===== src/frc_pkg.sv =====
// package for the framed byte receiver: status codes, register map, config bundle
// no dependencies
`timescale 1ns / 1ps

package frc_pkg;

   localparam int unsigned ByteW     = 8;
   localparam int unsigned LenW      = 16;
   localparam int unsigned CsrDataW  = 32;
   localparam int unsigned CsrAddrW  = 3;

   localparam logic [ByteW-1:0] DefaultFrameId = 8'h41;
   localparam logic [LenW-1:0]  FrameOverhead  = 16'd4;

   typedef enum logic [1:0] {
      ST_BUSY     = 2'd0,
      ST_ACCEPTED = 2'd1,
      ST_LEN_ERR  = 2'd2,
      ST_SUM_ERR  = 2'd3
   } status_type;

   typedef enum logic {
      REG_FRAME_ID        = 1'b0,
      REG_EXPECTED_LENGTH = 1'b1
   } reg_index_type;

   typedef struct packed {
      logic [ByteW-1:0] frame_id;
      logic [LenW-1:0]  expected_length;
   } cfg_type;

endpackage


===== src/framed_byte_receiver_checksum.sv =====
// top level of the framed byte receiver with 8-bit sum checksum
// depends on frc_pkg, frc_csr and frc_core
//
// usage:
//   req channel carries one received byte per item (req_rx_byte); rsp channel
//   returns exactly one result item per byte: the forwarded payload byte with
//   its valid flag, and a frame status (busy/idle, accepted, length mismatch,
//   checksum mismatch). the item is taken when valid is high and stall is low.
//   frame_id (address 0) and expected_length (address 4) must be set over the
//   apb-style port while the block is idle (not enforced); reads return it.
// timing:
//   one item per cycle sustained while rsp_stall is low. a taken byte lands in
//   the input register, is parsed by the state update and then lands in the
//   result register, where its result is shown.
// stall:
//   while rsp_stall holds a result, the input register keeps its byte and
//   req_stall rises once it is full; nothing is dropped or repeated.
// reset:
//   synchronous; registers return to frame id 'A' and length 4, the parser
//   goes back to hunting and both channels are emptied.
`timescale 1ns / 1ps

module framed_byte_receiver_checksum import frc_pkg::*; (
   input  logic                clock,
   input  logic                reset,
   input  logic                req_valid,
   output logic                req_stall,
   input  logic [ByteW-1:0]    req_rx_byte,
   output logic                rsp_valid,
   input  logic                rsp_stall,
   output logic [ByteW-1:0]    rsp_payload_byte,
   output logic                rsp_payload_valid,
   output logic [1:0]          rsp_frame_status,
   input  logic                psel,
   input  logic                penable,
   input  logic                pwrite,
   input  logic [CsrAddrW-1:0] paddr,
   input  logic [CsrDataW-1:0] pwdata,
   output logic [CsrDataW-1:0] prdata,
   output logic                pready
);

   cfg_type    cfg;
   status_type status;

   frc_csr u_csr (
      .clock   (clock),
      .reset   (reset),
      .psel    (psel),
      .penable (penable),
      .pwrite  (pwrite),
      .paddr   (paddr),
      .pwdata  (pwdata),
      .prdata  (prdata),
      .pready  (pready),
      .cfg     (cfg)
   );

   frc_core u_core (
      .clock             (clock),
      .reset             (reset),
      .cfg               (cfg),
      .in_valid          (req_valid),
      .in_stall          (req_stall),
      .in_byte           (req_rx_byte),
      .out_valid         (rsp_valid),
      .out_stall         (rsp_stall),
      .out_payload_byte  (rsp_payload_byte),
      .out_payload_valid (rsp_payload_valid),
      .out_status        (status)
   );

   assign rsp_frame_status = status;

endmodule


===== src/frc_csr.sv =====
// configuration registers behind the apb-style port
// depends on frc_pkg
`timescale 1ns / 1ps

module frc_csr import frc_pkg::*; (
   input  logic                clock,
   input  logic                reset,
   input  logic                psel,
   input  logic                penable,
   input  logic                pwrite,
   input  logic [CsrAddrW-1:0] paddr,
   input  logic [CsrDataW-1:0] pwdata,
   output logic [CsrDataW-1:0] prdata,
   output logic                pready,
   output cfg_type             cfg
);

   logic [ByteW-1:0] frame_id_ff;
   logic [LenW-1:0]  exp_len_ff;
   logic             wr_en;
   reg_index_type    idx;

   assign pready = 1'b1;
   assign wr_en  = psel && penable && pwrite;
   // word address: byte offset bits ignored
   assign idx    = reg_index_type'(paddr[2]);

   always_ff @(posedge clock) begin
      if (reset) begin
         frame_id_ff <= DefaultFrameId;
         exp_len_ff  <= FrameOverhead;
      end else if (wr_en) begin
         unique case (idx)
            REG_FRAME_ID:        frame_id_ff <= pwdata[ByteW-1:0];
            REG_EXPECTED_LENGTH: exp_len_ff  <= pwdata[LenW-1:0];
            default: ;
         endcase
      end
   end

   always_comb begin
      unique case (idx)
         REG_FRAME_ID:        prdata = {{(CsrDataW-ByteW){1'b0}}, frame_id_ff};
         REG_EXPECTED_LENGTH: prdata = {{(CsrDataW-LenW){1'b0}}, exp_len_ff};
         default:             prdata = '0;
      endcase
   end

   assign cfg.frame_id        = frame_id_ff;
   assign cfg.expected_length = exp_len_ff;

endmodule


===== src/frc_core.sv =====
// frame parser: input register, per-byte state update, result register
// depends on frc_pkg
`timescale 1ns / 1ps

module frc_core import frc_pkg::*; (
   input  logic             clock,
   input  logic             reset,
   input  cfg_type          cfg,
   input  logic             in_valid,
   output logic             in_stall,
   input  logic [ByteW-1:0] in_byte,
   output logic             out_valid,
   input  logic             out_stall,
   output logic [ByteW-1:0] out_payload_byte,
   output logic             out_payload_valid,
   output status_type       out_status
);

   typedef enum logic [2:0] {
      PH_HUNT, PH_LEN_LO, PH_LEN_HI, PH_PAYLOAD, PH_CHECK
   } phase_type;

   logic             in_valid_ff;
   logic [ByteW-1:0] in_byte_ff;
   logic             out_ready;
   logic             advance;

   phase_type        phase_ff, phase_in;
   logic [ByteW-1:0] len_lo_ff, len_lo_in;
   logic [LenW-1:0]  left_ff, left_in;
   logic [ByteW-1:0] sum_ff, sum_in;
   logic [LenW-1:0]  left_dec;

   logic             res_valid_ff;
   logic [ByteW-1:0] res_byte_ff, res_byte_in;
   logic             res_pvalid_ff, res_pvalid_in;
   status_type       res_status_ff, res_status_in;

   // result register can take a new item when empty or being drained
   assign out_ready = !res_valid_ff || !out_stall;
   assign advance   = in_valid_ff && out_ready;
   assign in_stall  = in_valid_ff && !out_ready;

   always_ff @(posedge clock) begin
      if (reset) begin
         in_valid_ff <= 1'b0;
      end else if (!in_stall) begin
         in_valid_ff <= in_valid;
      end
      if (!in_stall && in_valid) begin
         in_byte_ff <= in_byte;
      end
   end

   assign left_dec = left_ff - LenW'(1);

   always_comb begin
      phase_in      = phase_ff;
      len_lo_in     = len_lo_ff;
      left_in       = left_ff;
      sum_in        = sum_ff;
      res_byte_in   = '0;
      res_pvalid_in = 1'b0;
      res_status_in = ST_BUSY;
      unique case (phase_ff)
         PH_LEN_LO: begin
            len_lo_in = in_byte_ff;
            phase_in  = PH_LEN_HI;
         end
         PH_LEN_HI: begin
            if ({in_byte_ff, len_lo_ff} != cfg.expected_length ||
                cfg.expected_length < FrameOverhead) begin
               res_status_in = ST_LEN_ERR;
               phase_in      = PH_HUNT;
            end else begin
               left_in  = cfg.expected_length - FrameOverhead;
               phase_in = (cfg.expected_length == FrameOverhead) ? PH_CHECK : PH_PAYLOAD;
            end
         end
         PH_PAYLOAD: begin
            res_byte_in   = in_byte_ff;
            res_pvalid_in = 1'b1;
            sum_in        = sum_ff + in_byte_ff;
            left_in       = left_dec;
            if (left_dec == '0) begin
               phase_in = PH_CHECK;
            end
         end
         PH_CHECK: begin
            res_status_in = (in_byte_ff == sum_ff) ? ST_ACCEPTED : ST_SUM_ERR;
            phase_in      = PH_HUNT;
         end
         default: begin
            phase_in = PH_HUNT;
            if (in_byte_ff == cfg.frame_id) begin
               sum_in    = '0;
               len_lo_in = '0;
               left_in   = '0;
               phase_in  = PH_LEN_LO;
            end
         end
      endcase
   end

   always_ff @(posedge clock) begin
      if (reset) begin
         phase_ff     <= PH_HUNT;
         len_lo_ff    <= '0;
         left_ff      <= '0;
         sum_ff       <= '0;
         res_valid_ff <= 1'b0;
      end else begin
         if (advance) begin
            phase_ff  <= phase_in;
            len_lo_ff <= len_lo_in;
            left_ff   <= left_in;
            sum_ff    <= sum_in;
         end
         if (out_ready) begin
            res_valid_ff <= in_valid_ff;
         end
      end
      if (advance) begin
         res_byte_ff   <= res_byte_in;
         res_pvalid_ff <= res_pvalid_in;
         res_status_ff <= res_status_in;
      end
   end

   assign out_valid         = res_valid_ff;
   assign out_payload_byte  = res_byte_ff;
   assign out_payload_valid = res_pvalid_ff;
   assign out_status        = res_status_ff;

   // a payload item never carries a frame status
   a_payload_no_status: assert property (@(posedge clock) disable iff (reset)
      res_valid_ff && res_pvalid_ff |-> res_status_ff == ST_BUSY)
      else $error("payload item carries a status");

   // payload phase always has bytes still to come
   a_payload_left: assert property (@(posedge clock) disable iff (reset)
      phase_ff == PH_PAYLOAD |-> left_ff != '0)
      else $error("payload phase with no bytes left");

   // the checksum byte always produces a final status
   a_check_status: assert property (@(posedge clock) disable iff (reset)
      advance && phase_ff == PH_CHECK |=>
      res_status_ff == ST_ACCEPTED || res_status_ff == ST_SUM_ERR)
      else $error("checksum byte gave no final status");

   // a non-payload item forwards a zero byte
   a_zero_byte: assert property (@(posedge clock) disable iff (reset)
      res_valid_ff && !res_pvalid_ff |-> res_byte_ff == '0)
      else $error("non-payload item with nonzero byte");

endmodule


===== config.mk =====
export PLATFORM = sky130hd
export DESIGN_NAME = framed_byte_receiver_checksum
export DESIGN_NICKNAME = d
export VERILOG_FILES = /design/src/frc_pkg.sv /design/src/framed_byte_receiver_checksum.sv /design/src/frc_csr.sv /design/src/frc_core.sv
export SDC_FILE = /design/constraint.sdc
export NUM_CORES = 1
export LEC_CHECK = 0
export ABC_AREA = 1
export CORE_UTILIZATION = 57
export DETAILED_ROUTE_END_ITERATION = 7
export DONT_BUFFER_PORTS = 1
export PLACE_DENSITY = 0.72
export REMOVE_ABC_BUFFERS = 1
export SLEW_MARGIN = 10
export SYNTH_ARGS = -nofsm -noshare
export SYNTH_HDL_FRONTEND = slang
export SYNTH_SLANG_ARGS = --single-unit

===== constraint.sdc =====
create_clock -name clock -period 3.63 [get_ports clock]
set_input_delay 0.726 -clock clock [delete_from_list [all_inputs] [get_ports clock]]
set_output_delay 0.726 -clock clock [all_outputs]
set_load 0.005 [all_outputs]

== Word-level counts from Yosys, hierarchy flattened ==
Index checks and enable logic that the tools add are counted.

* Flip-flop bits (word level): 80
* Word-level logic and storage cells: 70
* Memories kept: 0
* RAM bits: 0
* Latch bits: 0
* Memory bits (read-only): 0
* Input port bits: 50
* Output and inout port bits: 46

* Reductions and logical operators: 24
* Multiply operators: 0
* Bitwise operators: 4
* Magnitude comparators: 1
* Add/sub/neg operators: 3
* Equality and inequality tests: 10
* Mux-type cells: 16
* Shifts and indexed selects: 0
* Divide/modulo/power cells: 0

{| class="wikitable"
|+ Operators by type and width
! kind !! number
|-
| $pmux 32 s2 || 1
|-
| $pmux 16 s3 || 1
|-
| $mux 16 || 2
|-
| $pmux 8 s2 || 2
|-
| $eq 16x3->1 const B || 1
|-
| $eq 8x8->1 || 2
|-
| $logic_not 16->1 || 1
|-
| $lt 16x3->1 const B || 1
|-
| $ne 16x16->1 || 1
|-
| $sub 16x1->16 const B || 1
|-
| $sub 16x3->16 const B || 1
|-
| $pmux 3 s4 || 1
|-
| $mux 3 || 3
|-
| $add 8x8->8 || 1
|-
| $mux 8 || 1
|-
| $eq 3x2->1 const B || 2
|-
| $reduce_and 2->1 || 3
|-
| $reduce_and 3->1 || 2
|-
| $reduce_or 3->1 || 2
|-
| $logic_and 1x1->1 || 5
|-
| $logic_not 1->1 || 4
|-
| $mux 2 || 2
|-
| $not 1->1 || 4
|-
| $pmux 2 s2 || 1
|-
| 10 further kinds || 13
|}

== Logic depth before layout (Yosys ltp) ==
Gate-level depths: netlist (run 1).

* Depth in word-level cells: 6
* Mapped depth: 15
* Depth with buffers taken out: 15

== Modules after synthesis ==
From an unflattened synthesis (run 1), not the netlist that was laid out.

* Cell total of the unflattened synthesis: 725
* Area total of the unflattened synthesis: 4979.8 µm²

{| class="wikitable"
|+ By module, submodules not included
! module !! sequential area each (µm²) !! times used !! area an instance (µm²) !! cells each
|-
| frc_core || 1311.3 || 1 || 3619.7 || 514
|-
| frc_csr || 480.5 || 1 || 1360.1 || 211
|}

== Least setup slack after synthesis (run 1) ==
No wires, ideal clock.

* Path kind: input -> output
* Start: in paddr[2]
* End: out prdata[6]
* Slack: 1.678 ns
* Data arrival time: 1.226 ns
* Cell stages on the path: 4
* Path buffers: 1
* Required time: 2.904 ns
* Cell sequence: inv_1 clkbuf_1 nand2_1 o21ai_0

* Word-level cells in the longest chain between the ends: 2

{| class="wikitable"
|+ Ends and longest elaborated chain
! item !! line !! text
|-
| start: declaration || framed_byte_receiver_checksum.sv:37 || <nowiki>input logic [CsrAddrW-1:0] paddr,</nowiki>
|-
| $not 1->1 (no source line) || - ||
|-
| $pmux 32 s2 * || frc_csr.sv:42 || <nowiki>unique case (idx)</nowiki>
|-
| end: declaration || framed_byte_receiver_checksum.sv:39 || <nowiki>output logic [CsrDataW-1:0] prdata,</nowiki>
|}

Mark *: on every way between the ends. The rest lies on a longest branch, timed or not. The select of a mux whose other input is x is not followed.

== Final worst setup path (run 1) ==
* Start: reg u_core.phase_ff[2]
* End: reg u_core.sum_ff[6]

* Word-level cells in the longest chain between the ends: 4
* Elaborated cells between the ends (all ways): 9
* Classes of those cells: 4 x eq/ne; 1 x mux; 1 x bitwise; 3 x reduce/logical

{| class="wikitable"
|+ Ends and longest elaborated chain
! item !! line !! text
|-
| start: declaration || frc_core.sv:28 || <nowiki>phase_type phase_ff, phase_in;</nowiki>
|-
| start signal: assignment || frc_core.sv:114 || <nowiki>phase_ff <= phase_in;</nowiki>
|-
| $eq 3x1->1, or another cell as far along || frc_core.sv:65 || <nowiki>unique case (phase_ff)</nowiki>
|-
| $reduce_or 3->1 (no source line) || - ||
|-
| $not 1->1 (no source line) || - ||
|-
| $reduce_and 3->1 (no source line) || - ||
|-
| end signal: assignment || frc_core.sv:117 || <nowiki>sum_ff <= sum_in;</nowiki>
|-
| end: declaration || frc_core.sv:31 || <nowiki>logic [ByteW-1:0] sum_ff, sum_in;</nowiki>
|}

Several ways; a longest one is shown, not always the timed one.
A chain may end at the register's enable or synchronous reset.

==> out/summary.log, run 1 <==
[outcome] outcome finished clean
[timing] worst slew slack as a fraction of its limit 0.265
[cts] Resized cells post-CTS 0
[worst_hold_path] WHS Path Cells 1
[cts] CTS tree done
[detailed_routing] via-per-instance ratio 5.42
[floorplan] floorplan die height 93.0 um
[cts] number of CTS-inserted buffers 9
[floorplan] initial core utilization 0.601
[detailed_routing] routed wire length 11500 um
[pwr] internal portion of total power 1.49 mW
[final_layout] area growth from synthesis to layout 4.64%
[detailed_routing] 1st-iter DRT viols 246
[global_route] wire length of the first global-routing pass 18600 um
[timing] unrepaired setup endpoints after global routing false
[synthesis] count of different cell masters after synthesis 36
[worst_hold_path] kind of path behind the tightest hold check input pin to flip-flop
[final_layout] antenna cells 0
[pwr] power per cell area 417 nW/um^2
[pwr] combinational fraction of design power 0.121
[pwr] Overall Power 2.06 mW
[timing] worst clock skew 0.00442 ns
[timing] final critical delay including setup and external delays 2.36 ns
[detailed_routing] number of iterations in the first detailed-routing pass 5
[worst_hold_path] hold path endpoint u_core.sum_ff[6]
[critical_path] kind of critical path flip-flop to flip-flop
[placed_design] routability congestion estimate from global placement 0.920
[synthesis] leading register cell type out of synthesis sky130_fd_sc_hd__dfxtp_1
[placed_design] cell area after placement 4690 sq um
[cts] number of levels in the clock H-tree 3
[worst_hold_path] min-delay src reset
[detailed_routing] detailed-route DRC error count 0
[detailed_routing] post-route ant nets 0
[critical_path] critical register-to-register path startpoint u_core.phase_ff[2]
[floorplan] Horiz. Die Dim 93.0 um
[timing] final setup violation count 0
[final_layout] net count of the finished layout 749
[final_layout] share of final-layout standard cells stronger than drive strength 1 0.0434
[timing] highest achievable clock rate 0.423 GHz
[timing] slew at the pin closest to its max-slew limit 1.10 ns
[flow_run] Max Cap Viol 0
[timing] Max Transition Viols Final 0
[final_layout] cell area after layout 4940 sq um
[final_layout] area used by multi-input combinational logic 2490 sq um
[floorplan] Ports 96
[critical_path] maximum fanout along the worst path 16
[critical_path] end of the worst register-to-register path u_core.sum_ff[6]
[placed_design] half-perimeter wire length after detailed placement 8280 um
[global_route] overflow left after global routing 0
[floorplan] placeable core region 7850 sq um
[floorplan] die outline area 8640 sq um
[final_layout] Layout fillers 755
[final_layout] leading cell type in the layout, fill and taps excluded sky130_fd_sc_hd__nand2_1
[synthesis] total of warnings raised by yosys 0
[synthesis] Yosys reg bits 80
[detailed_routing] Routed WL per cell 14.4 um
[placed_design] placed cell count 778
[cts] Clock Pin Slew Worst Setup and Hold Paths 0.09 ns
[timing] Final Hold Fails 0
[synthesis] post-synthesis sequential area ratio 0.380
[floorplan] number of placement rows 32
[cts] # clock sinks 80
[cts] total setup buffers inserted after CTS 0
[pwr] net switching component of the power 0.568 mW
[cts] hold-fix buffer count after cts 0
[pwr] switching fraction of total power 0.276
[global_route] number of global-route vias before repair 3826
[synthesis] post-synthesis async set-or-reset flop share 0
[timing] post-route setup TNS 0 ns
[critical_path] number of cells traversed by the worst register-to-register path 8
[detailed_routing] DR vias 4304
[synthesis] count of flip-flops with a built-in enable after synthesis 19
[pwr] Leak Pwr 2.27 nW
[synthesis] Mean Syn Cell Area 6.79 sq um
[global_route] maximum number of pins on one net before global-route repair 42
[synthesis] cell area after synthesis 4720 sq um
[critical_path] arrival time at the worst endpoint 2.65 ns
[pwr] clock network fraction of total power 0.402
[final_layout] FF/Latch Area 1790 sq um
[synthesis] post-synthesis cell count 695
[cts] clock latency reported for the late side of the worst-skew pair 0.35 ns
[final_layout] commonest cells after routing, fill and taps aside sky130_fd_sc_hd__nand2_1, sky130_fd_sc_hd__nor2_1, sky130_fd_sc_hd__inv_1
[pwr] fraction of power consumed by sequential logic 0.477
[global_route] global router's overall resource usage 0.278
[critical_path] startpoint types flip-flop
[critical_path] sort of element at the end of the critical path flip-flop
[critical_path] worst setup slack for register-to-register paths 1.27 ns
[timing] post-route fraction of the period consumed by the critical path 0.651
[final_layout] final cell count without fillers 794
[pwr] highest ir drop seen on vdd 274 uV
[critical_path] worst path required time 3.92 ns
[placed_design] number of buffers added on ports 0
[cts] CTS Root Buffer Type sky130_fd_sc_hd__clkbuf_8
[cts] number of buffers on the longest clock path 2
[global_route] initial antenna violation count 0
==> critical path: stages (launching register included) <==
cell and delay [ns]:
sky130_fd_sc_hd__dfxtp_1 0.31, sky130_fd_sc_hd__inv_1 0.11, sky130_fd_sc_hd__nand2_1 0.10, sky130_fd_sc_hd__nor2_2 0.55
sky130_fd_sc_hd__inv_1 0.47, sky130_fd_sc_hd__nor2_2 0.33, sky130_fd_sc_hd__a21boi_0 0.20, sky130_fd_sc_hd__o21ai_0 0.10
sky130_fd_sc_hd__a21oi_1 0.12
==> worst max-delay path by stage <==
stage,slack (ns),end,start
global route,1.01,u_core.sum_ff[6],u_core.phase_ff[2]
floorplan,1.75,u_core.left_ff[2],rsp_stall
detailed placement,1.32,u_csr.exp_len_ff[5],paddr[2]
CTS,1.30,u_core.sum_ff[6],u_core.phase_ff[2]
global placement,1.35,u_csr.exp_len_ff[5],paddr[2]
finish,1.27,u_core.sum_ff[6],u_core.phase_ff[2]
==> power groups by stage <==
stage | registers (mW) | clock network [mW] | logic (mW)
5_1_grt | 0.985 | 0.866 | 0.284
4_1_cts | 0.981 | 0.831 | 0.246
2_1_floorplan | 0.987 | 0 | 0.194
3_5_place_dp | 1.00 | 0 | 0.244
3_3_place_gp | 1.00 | 0 | 0.239
6_report | 0.981 | 0.827 | 0.249
==> logic make-up (layout without fill, tap and decap cells) <==
group                    Yosys count  count (layout)  share of synthesized area
adder cells (fa/ha/maj)           12              12                     0.0334
XOR/XNOR                          25              25                     0.0464
flip-flops                        80              80                      0.380
other                              2              17                    0.00159
buffers and inverters            107              89                      0.103
AND/OR/NAND/NOR                  365             365                      0.312
AO/OA/AOI/OAI                    104             104                      0.123
==> synth_stat cells (2+ instances only) <==
cell                         n  area, sq um
sky130_fd_sc_hd__a21oi_1    34          170
sky130_fd_sc_hd__nor2_2      3         18.8
sky130_fd_sc_hd__nand3_1    35          175
sky130_fd_sc_hd__or2_2       4         25.0
sky130_fd_sc_hd__clkbuf_1   11         41.3
sky130_fd_sc_hd__o21ai_1     4         20.0
sky130_fd_sc_hd__buf_2       2         10.0
sky130_fd_sc_hd__buf_6       2         22.5
sky130_fd_sc_hd__nor2_1    134          503
sky130_fd_sc_hd__inv_2       3         11.3
sky130_fd_sc_hd__buf_4      18          135
sky130_fd_sc_hd__xor2_1      4         35.0
sky130_fd_sc_hd__edfxtp_1   19          571
sky130_fd_sc_hd__o22ai_1     3         18.8
sky130_fd_sc_hd__inv_1      70          263
sky130_fd_sc_hd__conb_1      2         7.51
sky130_fd_sc_hd__nand2_1   175          657
sky130_fd_sc_hd__dfxtp_1    61         1220
sky130_fd_sc_hd__xnor2_1    21          184
sky130_fd_sc_hd__nor3_1      4         20.0
sky130_fd_sc_hd__nand4_1     6         37.5
sky130_fd_sc_hd__a22oi_1     9         67.6
sky130_fd_sc_hd__ha_1       11          138
sky130_fd_sc_hd__o21ai_0    48          240
==> sequential cells by signal (all words and copies together) (netlist names) <==
signal and flops:
u_core.out_payload_valid 1, u_core.out_status 2, u_csr.frame_id_ff 8, u_core.len_lo_ff 8, u_core.out_valid 1, u_core.phase_ff 3
u_core.in_byte_ff 8, u_core.left_ff 16, u_core.in_valid_ff 1, u_core.out_payload_byte 8, u_csr.exp_len_ff 16, u_core.sum_ff 8
==> routing by layer <==
metal	vias to the layer above	GRT usage	share of wire
met5	-	0	0
met4	0	0.0987	0.020
met3	18	0.0439	0.068
met2	183	0.445	0.45
met1	1937	0.379	0.46
li1	2166	-	-
==> cell type report <==
cell class / count / area share
Multi-Input combinational cell: 523 / 0.505
Sequential cell: 80 / 0.363
Inverter: 73 / 0.0555
Tap cell: 102 / 0.0259
Clock inverter: 7 / 0.0253
Clock buffer: 9 / 0.0251
==> stage by stage <==
stage | hold WS, ns | setup WS (ns) | utilization
floorplan | 0.439 | 1.75 | -
global placement | 0.447 | 1.35 | 0.597
detailed placement | 0.454 | 1.32 | 0.597
CTS | 0.422 | 1.30 | 0.629
global route | 0.412 | 1.01 | 0.629
finish | 0.430 | 1.27 | 0.629
Power figures use the tool's default switching activity.
==> run 2: changes to the inputs <==
--- a/config.mk
+++ b/config.mk
@@ -5,7 +5,7 @@
 export SDC_FILE = /design/constraint.sdc
 export NUM_CORES = 1
 export LEC_CHECK = 0
-export ABC_AREA = 1
+export ABC_AREA = 0
 export CORE_UTILIZATION = 57
 export DETAILED_ROUTE_END_ITERATION = 7
 export DONT_BUFFER_PORTS = 1
==> constraint.sdc (replaced) <==
create_clock -name clock -period 2.3 [get_ports clock]
set_input_delay 0.46 -clock clock [delete_from_list [all_inputs] [get_ports clock]]
set_output_delay 0.46 -clock clock [all_outputs]
set_load 0.005 [all_outputs]
==> out/summary.log, run 2 <==
[synthesis] cell area after synthesis 4700 sq um
[synthesis] Yosys reg bits 80
[outcome] outcome finished clean
[synthesis] post-synthesis sequential area ratio 0.381
[final_layout] biggest regs u_core.left_ff: 16 flops, u_csr.exp_len_ff: 16 flops
[synthesis] count of different cell masters after synthesis 60
[detailed_routing] Routed WL per cell 17.1 um
[detailed_routing] 1st-iter DRT viols 218
[synthesis] Yosys top cell area share 0.260
[timing] Final Hold Fails 0
[cts] number of CTS-inserted buffers 9
[synthesis] leading register cell type out of synthesis sky130_fd_sc_hd__dfxtp_1
[final_layout] share of the core filled with cells 0.664
[critical_path] worst path required time 2.55 ns
[synthesis] cell taking the most area after synthesis sky130_fd_sc_hd__dfxtp_1
[timing] final setup violation count 0
[global_route] wire length of the first global-routing pass 18500 um
[floorplan] number of placement rows 32
[floorplan] Horiz. Die Dim 92.8 um
[global_route] number of global-route vias before repair 3756
[timing] worst clock skew 0.0102 ns
[critical_path] startpoint types flip-flop
[floorplan] Ports 96
[detailed_routing] DR vias 3959
[cts] clock latency reported for the late side of the worst-skew pair 0.36 ns
[global_route] global router's overall resource usage 0.277
[synthesis] Mean Syn Cell Area 8.64 sq um
[pwr] highest ir drop seen on vdd 437 uV
[final_layout] final cell count without fillers 676
[timing] Max Transition Viols Final 0
[timing] post-route fraction of the period consumed by the critical path 0.975
[detailed_routing] number of iterations in the first detailed-routing pass 7
[detailed_routing] via-per-instance ratio 5.86
[final_layout] share of final-layout standard cells stronger than drive strength 1 0.171
[critical_path] sort of element at the end of the critical path flip-flop
[placed_design] placed cell count 657
[timing] worst slew slack as a fraction of its limit 0.561
[cts] CTS Root Buffer Type sky130_fd_sc_hd__clkbuf_8
[floorplan] initial core utilization 0.599
[timing] final critical-path setup slack 0.0585 ns
[global_route] initial antenna violation count 0
[placed_design] routability congestion estimate from global placement 0.920
[final_layout] Layout fillers 672
[synthesis] post-synthesis async set-or-reset flop share 0
[final_layout] commonest cells after routing, fill and taps aside sky130_fd_sc_hd__nor2_1, sky130_fd_sc_hd__nand2_1, sky130_fd_sc_hd__dfxtp_1
[global_route] maximum number of pins on one net before global-route repair 58
[timing] unrepaired setup endpoints after global routing true
[cts] number of levels in the clock H-tree 3
[detailed_routing] detailed-route DRC error count 0
[critical_path] arrival time at the worst endpoint 2.49 ns
[detailed_routing] routed wire length 11600 um
[pwr] power per cell area 526 nW/um^2
[global_route] overflow left after global routing 0
[timing] highest achievable clock rate 0.446 GHz
[floorplan] placeable core region 7850 sq um
[cts] # clock sinks 80
[placed_design] number of buffers added on ports 0
[final_layout] area growth from synthesis to layout 10.8%
[cts] number of buffers on the longest clock path 2
[worst_hold_path] kind of path behind the tightest hold check input pin to flip-flop
[cts] Clock Pin Slew Worst Setup and Hold Paths 0.08 ns
[synthesis] Commonest cells post-synth sky130_fd_sc_hd__nor2_1, sky130_fd_sc_hd__dfxtp_1, sky130_fd_sc_hd__nand2_1, sky130_fd_sc_hd__a21oi_1, sky130_fd_sc_hd__xnor2_1
[floorplan] floorplan die height 92.8 um
[flow_run] Max Cap Viol 0
[final_layout] antenna cells 0
[cts] CTS tree done
[final_layout] leading cell type in the layout, fill and taps excluded sky130_fd_sc_hd__nor2_1
[placed_design] worst setup slack after placement -0.0612 ns
[synthesis] cell with the most instances after synthesis sky130_fd_sc_hd__nor2_1
[timing] slew at the pin closest to its max-slew limit 0.656 ns
[detailed_routing] post-route ant nets 0
[synthesis] total of warnings raised by yosys 0
[final_layout] net count of the finished layout 631
[synthesis] post-synthesis cell count 544
[cts] hold-fix buffer count after cts 0
[synthesis] Synth area leaders sky130_fd_sc_hd__dfxtp_1, sky130_fd_sc_hd__edfxtp_1, sky130_fd_sc_hd__xnor2_1, sky130_fd_sc_hd__nor2_1, sky130_fd_sc_hd__nand2_1
[critical_path] maximum fanout along the worst path 4
[pwr] Leak Pwr 2.07 nW
[floorplan] die outline area 8610 sq um
[critical_path] kind of critical path flip-flop to flip-flop
[placed_design] half-perimeter wire length after detailed placement 8510 um
[timing] final critical delay including setup and external delays 2.24 ns
[synthesis] count of flip-flops with a built-in enable after synthesis 19
run 2: cell types whose count changed after synthesis, moves of 11 or more:
cell / delta
sky130_fd_sc_hd__o21ai_0: -41
sky130_fd_sc_hd__and2_1: +17
sky130_fd_sc_hd__inv_1: -57
sky130_fd_sc_hd__nand3_1: -29
sky130_fd_sc_hd__nor2_1: -69
sky130_fd_sc_hd__nand2_1: -115
sky130_fd_sc_hd__mux2i_1: +16
sky130_fd_sc_hd__nor4_1: +11
sky130_fd_sc_hd__xor2_1: +15
run 2: what timing repair did:
item / 4_1_cts / 5_1_grt
setup buffers: 0 / 3
gates resized for setup: 2 / 13
endpoints found under the setup margin: 3 / 24
pin swaps: 1 / 5
run 2: logic make-up after synthesis:
group,synth area share
buffers and inverters,0.0748
AND/OR/NAND/NOR,0.226
flip-flops,0.381
adder cells (fa/ha/maj),0.0335
other,0.00160
multiplexers,0.0532
AO/OA/AOI/OAI,0.137
XOR/XNOR,0.0932
run 2: cell type report:
cell class | instances | area [sq um] | share of cell area
sequential | 80 | 1790 | 0.345
inverter | 13 | 48.8 | 0.00937
clock inverter | 7 | 46.3 | 0.00889
multi-input combinational | 413 | 2680 | 0.514
timing repair buffer | 52 | 390 | 0.0750
clock buffer | 9 | 124 | 0.0238
tap | 102 | 128 | 0.0245
run 2: power by group:
| part | switching [mW] | internal [mW] |
|---|---|---|
| Clock | 0.543 | 0.390 |
| Sequential | 0.0363 | 1.47 |
| Combinational | 0.168 | 0.130 |
| Total | 0.748 | 1.99 |
run 2: path summary, 6_finish.rpt:
path	from	endpoint	slack, ns	cells after the start
hold reg to reg	u_core.sum_ff[3]	u_core.sum_ff[3]	0.46	2
setup / recovery	u_core.left_ff[1]	u_core.phase_ff[2]	0.06	9
setup reg to reg	u_core.left_ff[1]	u_core.phase_ff[2]	0.06	9
hold / removal	reset	u_csr.exp_len_ff[4]	0.16	1
run 2: critical path: stages, from the launching register on:
cell and delay (ns):
sky130_fd_sc_hd__dfxtp_1 0.31, sky130_fd_sc_hd__inv_1 0.07, sky130_fd_sc_hd__ha_2 0.18, sky130_fd_sc_hd__or4b_4 0.51
sky130_fd_sc_hd__or3_4 0.37, sky130_fd_sc_hd__nand4_1 0.09, sky130_fd_sc_hd__o21ai_1 0.08, sky130_fd_sc_hd__mux2i_2 0.24
sky130_fd_sc_hd__nor3_4 0.10, sky130_fd_sc_hd__a21o_1 0.18
run 2: per-layer routing:
metal,GRT usage,up-vias,share of wire
li1,-,1920,-
met1,0.350,1845,0.44
met2,0.459,170,0.47
met3,0.0591,24,0.066
met4,0.112,0,0.022
met5,0,-,0
run 2: metrics by stage:
| stage | hold WS, ns | power [mW] | instance area, sq um | setup TNS, ns |
|---|---|---|---|---|
| 6_report | 0.159 | 2.74 | 5210 | 0 |
| 5_1_grt | 0.142 | 2.84 | 5210 | -0.0190 |
| 4_1_cts | 0.154 | 2.73 | 5130 | 0 |
| 3_5_place_dp | 0.464 | 1.83 | 4950 | -0.138 |
| 3_3_place_gp | 0.445 | 1.82 | 4950 | 0 |
| 2_1_floorplan | 0.430 | 1.72 | 4450 | -0.0512 |
==> run 3: changes to the inputs <==
--- a/config.mk
+++ b/config.mk
@@ -9,6 +9,7 @@
 export CORE_UTILIZATION = 57
 export DETAILED_ROUTE_END_ITERATION = 7
 export DONT_BUFFER_PORTS = 1
+export MAX_ROUTING_LAYER = met4
 export PLACE_DENSITY = 0.72
 export REMOVE_ABC_BUFFERS = 1
 export SLEW_MARGIN = 10
==> out/summary.log, run 3 (same netlist as run 2, synthesis figures left out) <==
[placed_design] worst setup slack after placement -0.0160 ns
[floorplan] Ports 96
[pwr] highest ir drop seen on vdd 397 uV
[final_layout] FF/Latch Area 1800 sq um
[critical_path] arrival time at the worst endpoint 2.62 ns
[timing] unrepaired setup endpoints after global routing true
[cts] # clock sinks 80
[floorplan] placeable core region 7850 sq um
[timing] post-route setup TNS -0.213 ns
[worst_hold_path] hold path endpoint u_csr.exp_len_ff[15]
[timing] Max Transition Viols Final 0
[detailed_routing] via-per-instance ratio 5.92
[critical_path] end of the worst register-to-register path u_core.phase_ff[0]
[floorplan] floorplan die height 92.8 um
[global_route] initial antenna violation count 0
[timing] final setup violation count 3
[cts] number of CTS-inserted buffers 9
[timing] worst slew slack as a fraction of its limit 0.592
[final_layout] commonest cells after routing, fill and taps aside sky130_fd_sc_hd__nor2_1, sky130_fd_sc_hd__nand2_1, sky130_fd_sc_hd__dfxtp_1
[cts] CTS Root Buffer Type sky130_fd_sc_hd__clkbuf_8
[detailed_routing] post-route ant nets 0
[final_layout] leading cell type in the layout, fill and taps excluded sky130_fd_sc_hd__nor2_1
[final_layout] net count of the finished layout 628
[critical_path] number of cells traversed by the worst register-to-register path 8
[worst_hold_path] kind of path behind the tightest hold check input pin to flip-flop
[critical_path] sort of element at the end of the critical path flip-flop
[critical_path] critical path buffer and inverter count 1
[critical_path] worst path required time 2.54 ns
[critical_path] critical path's slowest cell sky130_fd_sc_hd__or4b_2
[final_layout] area growth from synthesis to layout 11.2%
[cts] CTS tree done
[timing] highest achievable clock rate 0.420 GHz
[global_route] number of global-route vias before repair 3955
[final_layout] antenna cells 0
[final_layout] biggest regs u_core.left_ff: 16 flops, u_csr.exp_len_ff: 16 flops
[floorplan] initial core utilization 0.599
[timing] final critical-path setup slack -0.0818 ns
[floorplan] die outline area 8610 sq um
[critical_path] critical register-to-register path startpoint u_core.left_ff[0]
[detailed_routing] DR vias 3987
[critical_path] CP peak stage delay 0.57 ns
[outcome] outcome complete, but fails checks
[worst_hold_path] WHS Path Cells 1
[timing] post-route fraction of the period consumed by the critical path 1.04
[timing] slew at the pin closest to its max-slew limit 0.610 ns
[global_route] maximum number of pins on one net before global-route repair 58
[critical_path] worst setup slack for register-to-register paths -0.08 ns
[critical_path] crit path cell chain buf_4, ha_1, or4b_2, nor3_1, and4b_1, nand4_1, nor3_4, o31ai_2
[cts] clock latency reported for the late side of the worst-skew pair 0.36 ns
[critical_path] kind of critical path flip-flop to flip-flop
[detailed_routing] Routed WL per cell 17.7 um
[flow_run] Max Cap Viol 0
[placed_design] half-perimeter wire length after detailed placement 8600 um
[detailed_routing] detailed-route DRC error count 0
[final_layout] final cell count without fillers 673
[worst_hold_path] min-delay src reset
[placed_design] number of buffers added on ports 0
[critical_path] maximum fanout along the worst path 5
[placed_design] placed cell count 654
[timing] final critical delay including setup and external delays 2.38 ns
[timing] Final Hold Fails 0
[outcome] failing checks negative setup slack
[floorplan] number of placement rows 32
[floorplan] Horiz. Die Dim 92.8 um
[final_layout] Layout fillers 657
[detailed_routing] 1st-iter DRT viols 235
[cts] Clock Pin Slew Worst Setup and Hold Paths 0.09 ns
[cts] number of levels in the clock H-tree 3
[pwr] Leak Pwr 2.08 nW
[detailed_routing] number of iterations in the first detailed-routing pass 5
[cts] number of buffers on the longest clock path 2
[critical_path] category of cells accounting for the largest share of critical-path delay simple AND/OR/NAND/NOR gates
[timing] worst clock skew 0.00865 ns
[critical_path] startpoint types flip-flop
[final_layout] share of final-layout standard cells stronger than drive strength 1 0.172
[final_layout] area used by multi-input combinational logic 2700 sq um
[placed_design] routability congestion estimate from global placement 0.923
[global_route] wire length of the first global-routing pass 19300 um
[pwr] power per cell area 530 nW/um^2
[detailed_routing] routed wire length 11900 um
[global_route] global router's overall resource usage 0.296
[global_route] overflow left after global routing 0
run 3: cell types whose count changed in the layout (fill, tap and decap cells not counted), moves of 2 or more:
cell                     delta
sky130_fd_sc_hd__buf_4      -4
sky130_fd_sc_hd__inv_1      -2
sky130_fd_sc_hd__inv_2      +2
sky130_fd_sc_hd__nor2_1     -2
sky130_fd_sc_hd__nor2_2     +2
run 3: layout make-up:
cell class / instances / share of cell area
clock buffers: 10 / 0.0263
clock inverters: 6 / 0.00790
inverters: 13 / 0.00934
multi-input cells: 413 / 0.516
flip-flops and latches: 80 / 0.344
well taps: 102 / 0.0244
repair buffers: 49 / 0.0728
run 3: how the worst max path moves through the flow:
stage / slack, ns / endpoint / cells after the start / from
after detailed placement: -0.02 / u_core.phase_ff[0] / 9 / u_core.left_ff[1]
after CTS: -0.04 / u_core.phase_ff[0] / 9 / u_core.left_ff[1]
after global placement: 0.04 / u_core.phase_ff[1] / 8 / u_core.left_ff[1]
final: -0.08 / u_core.phase_ff[0] / 8 / u_core.left_ff[0]
after floorplan: -0.03 / u_core.left_ff[1] / 8 / rsp_stall
after global routing: -0.1 / u_core.phase_ff[1] / 8 / u_core.left_ff[0]
run 3: what timing repair did:
action,4_1_cts,5_1_grt
hold buffers,0,0
resized for setup,6,15
buffers inserted,2,1
endpoints found under the setup margin,3,17
pin swaps,4,5
run 3: through the flow:
step / utilization / hold WS [ns] / area, sq um / power [mW]
after floorplan: - / 0.430 / 4450 / 1.72
after global placement: 0.629 / 0.439 / 4940 / 1.82
after detailed placement: 0.629 / 0.447 / 4940 / 1.83
after CTS: 0.656 / 0.156 / 5150 / 2.77
after global routing: 0.666 / 0.149 / 5230 / 2.88
final: 0.666 / 0.162 / 5230 / 2.77
run 3: metal layers:
| layer | GRT usage | wire [um] | vias to the layer above |
|---|---|---|---|
| met4 | 0.115 | 315 | 0 |
| met2 | 0.491 | 5850 | 167 |
| met5 | - | 0 | - |
| met1 | 0.358 | 5050 | 1882 |
| met3 | 0.0542 | 730 | 26 |
| li1 | - | - | 1912 |
run 3: report_power, final:
part           switching (mW)  total, mW  internal, mW  leakage [nW]
Combinational           0.168      0.296         0.128          1.31
Clock                   0.541      0.965         0.424        0.0884
Sequential             0.0387       1.51          1.47         0.676
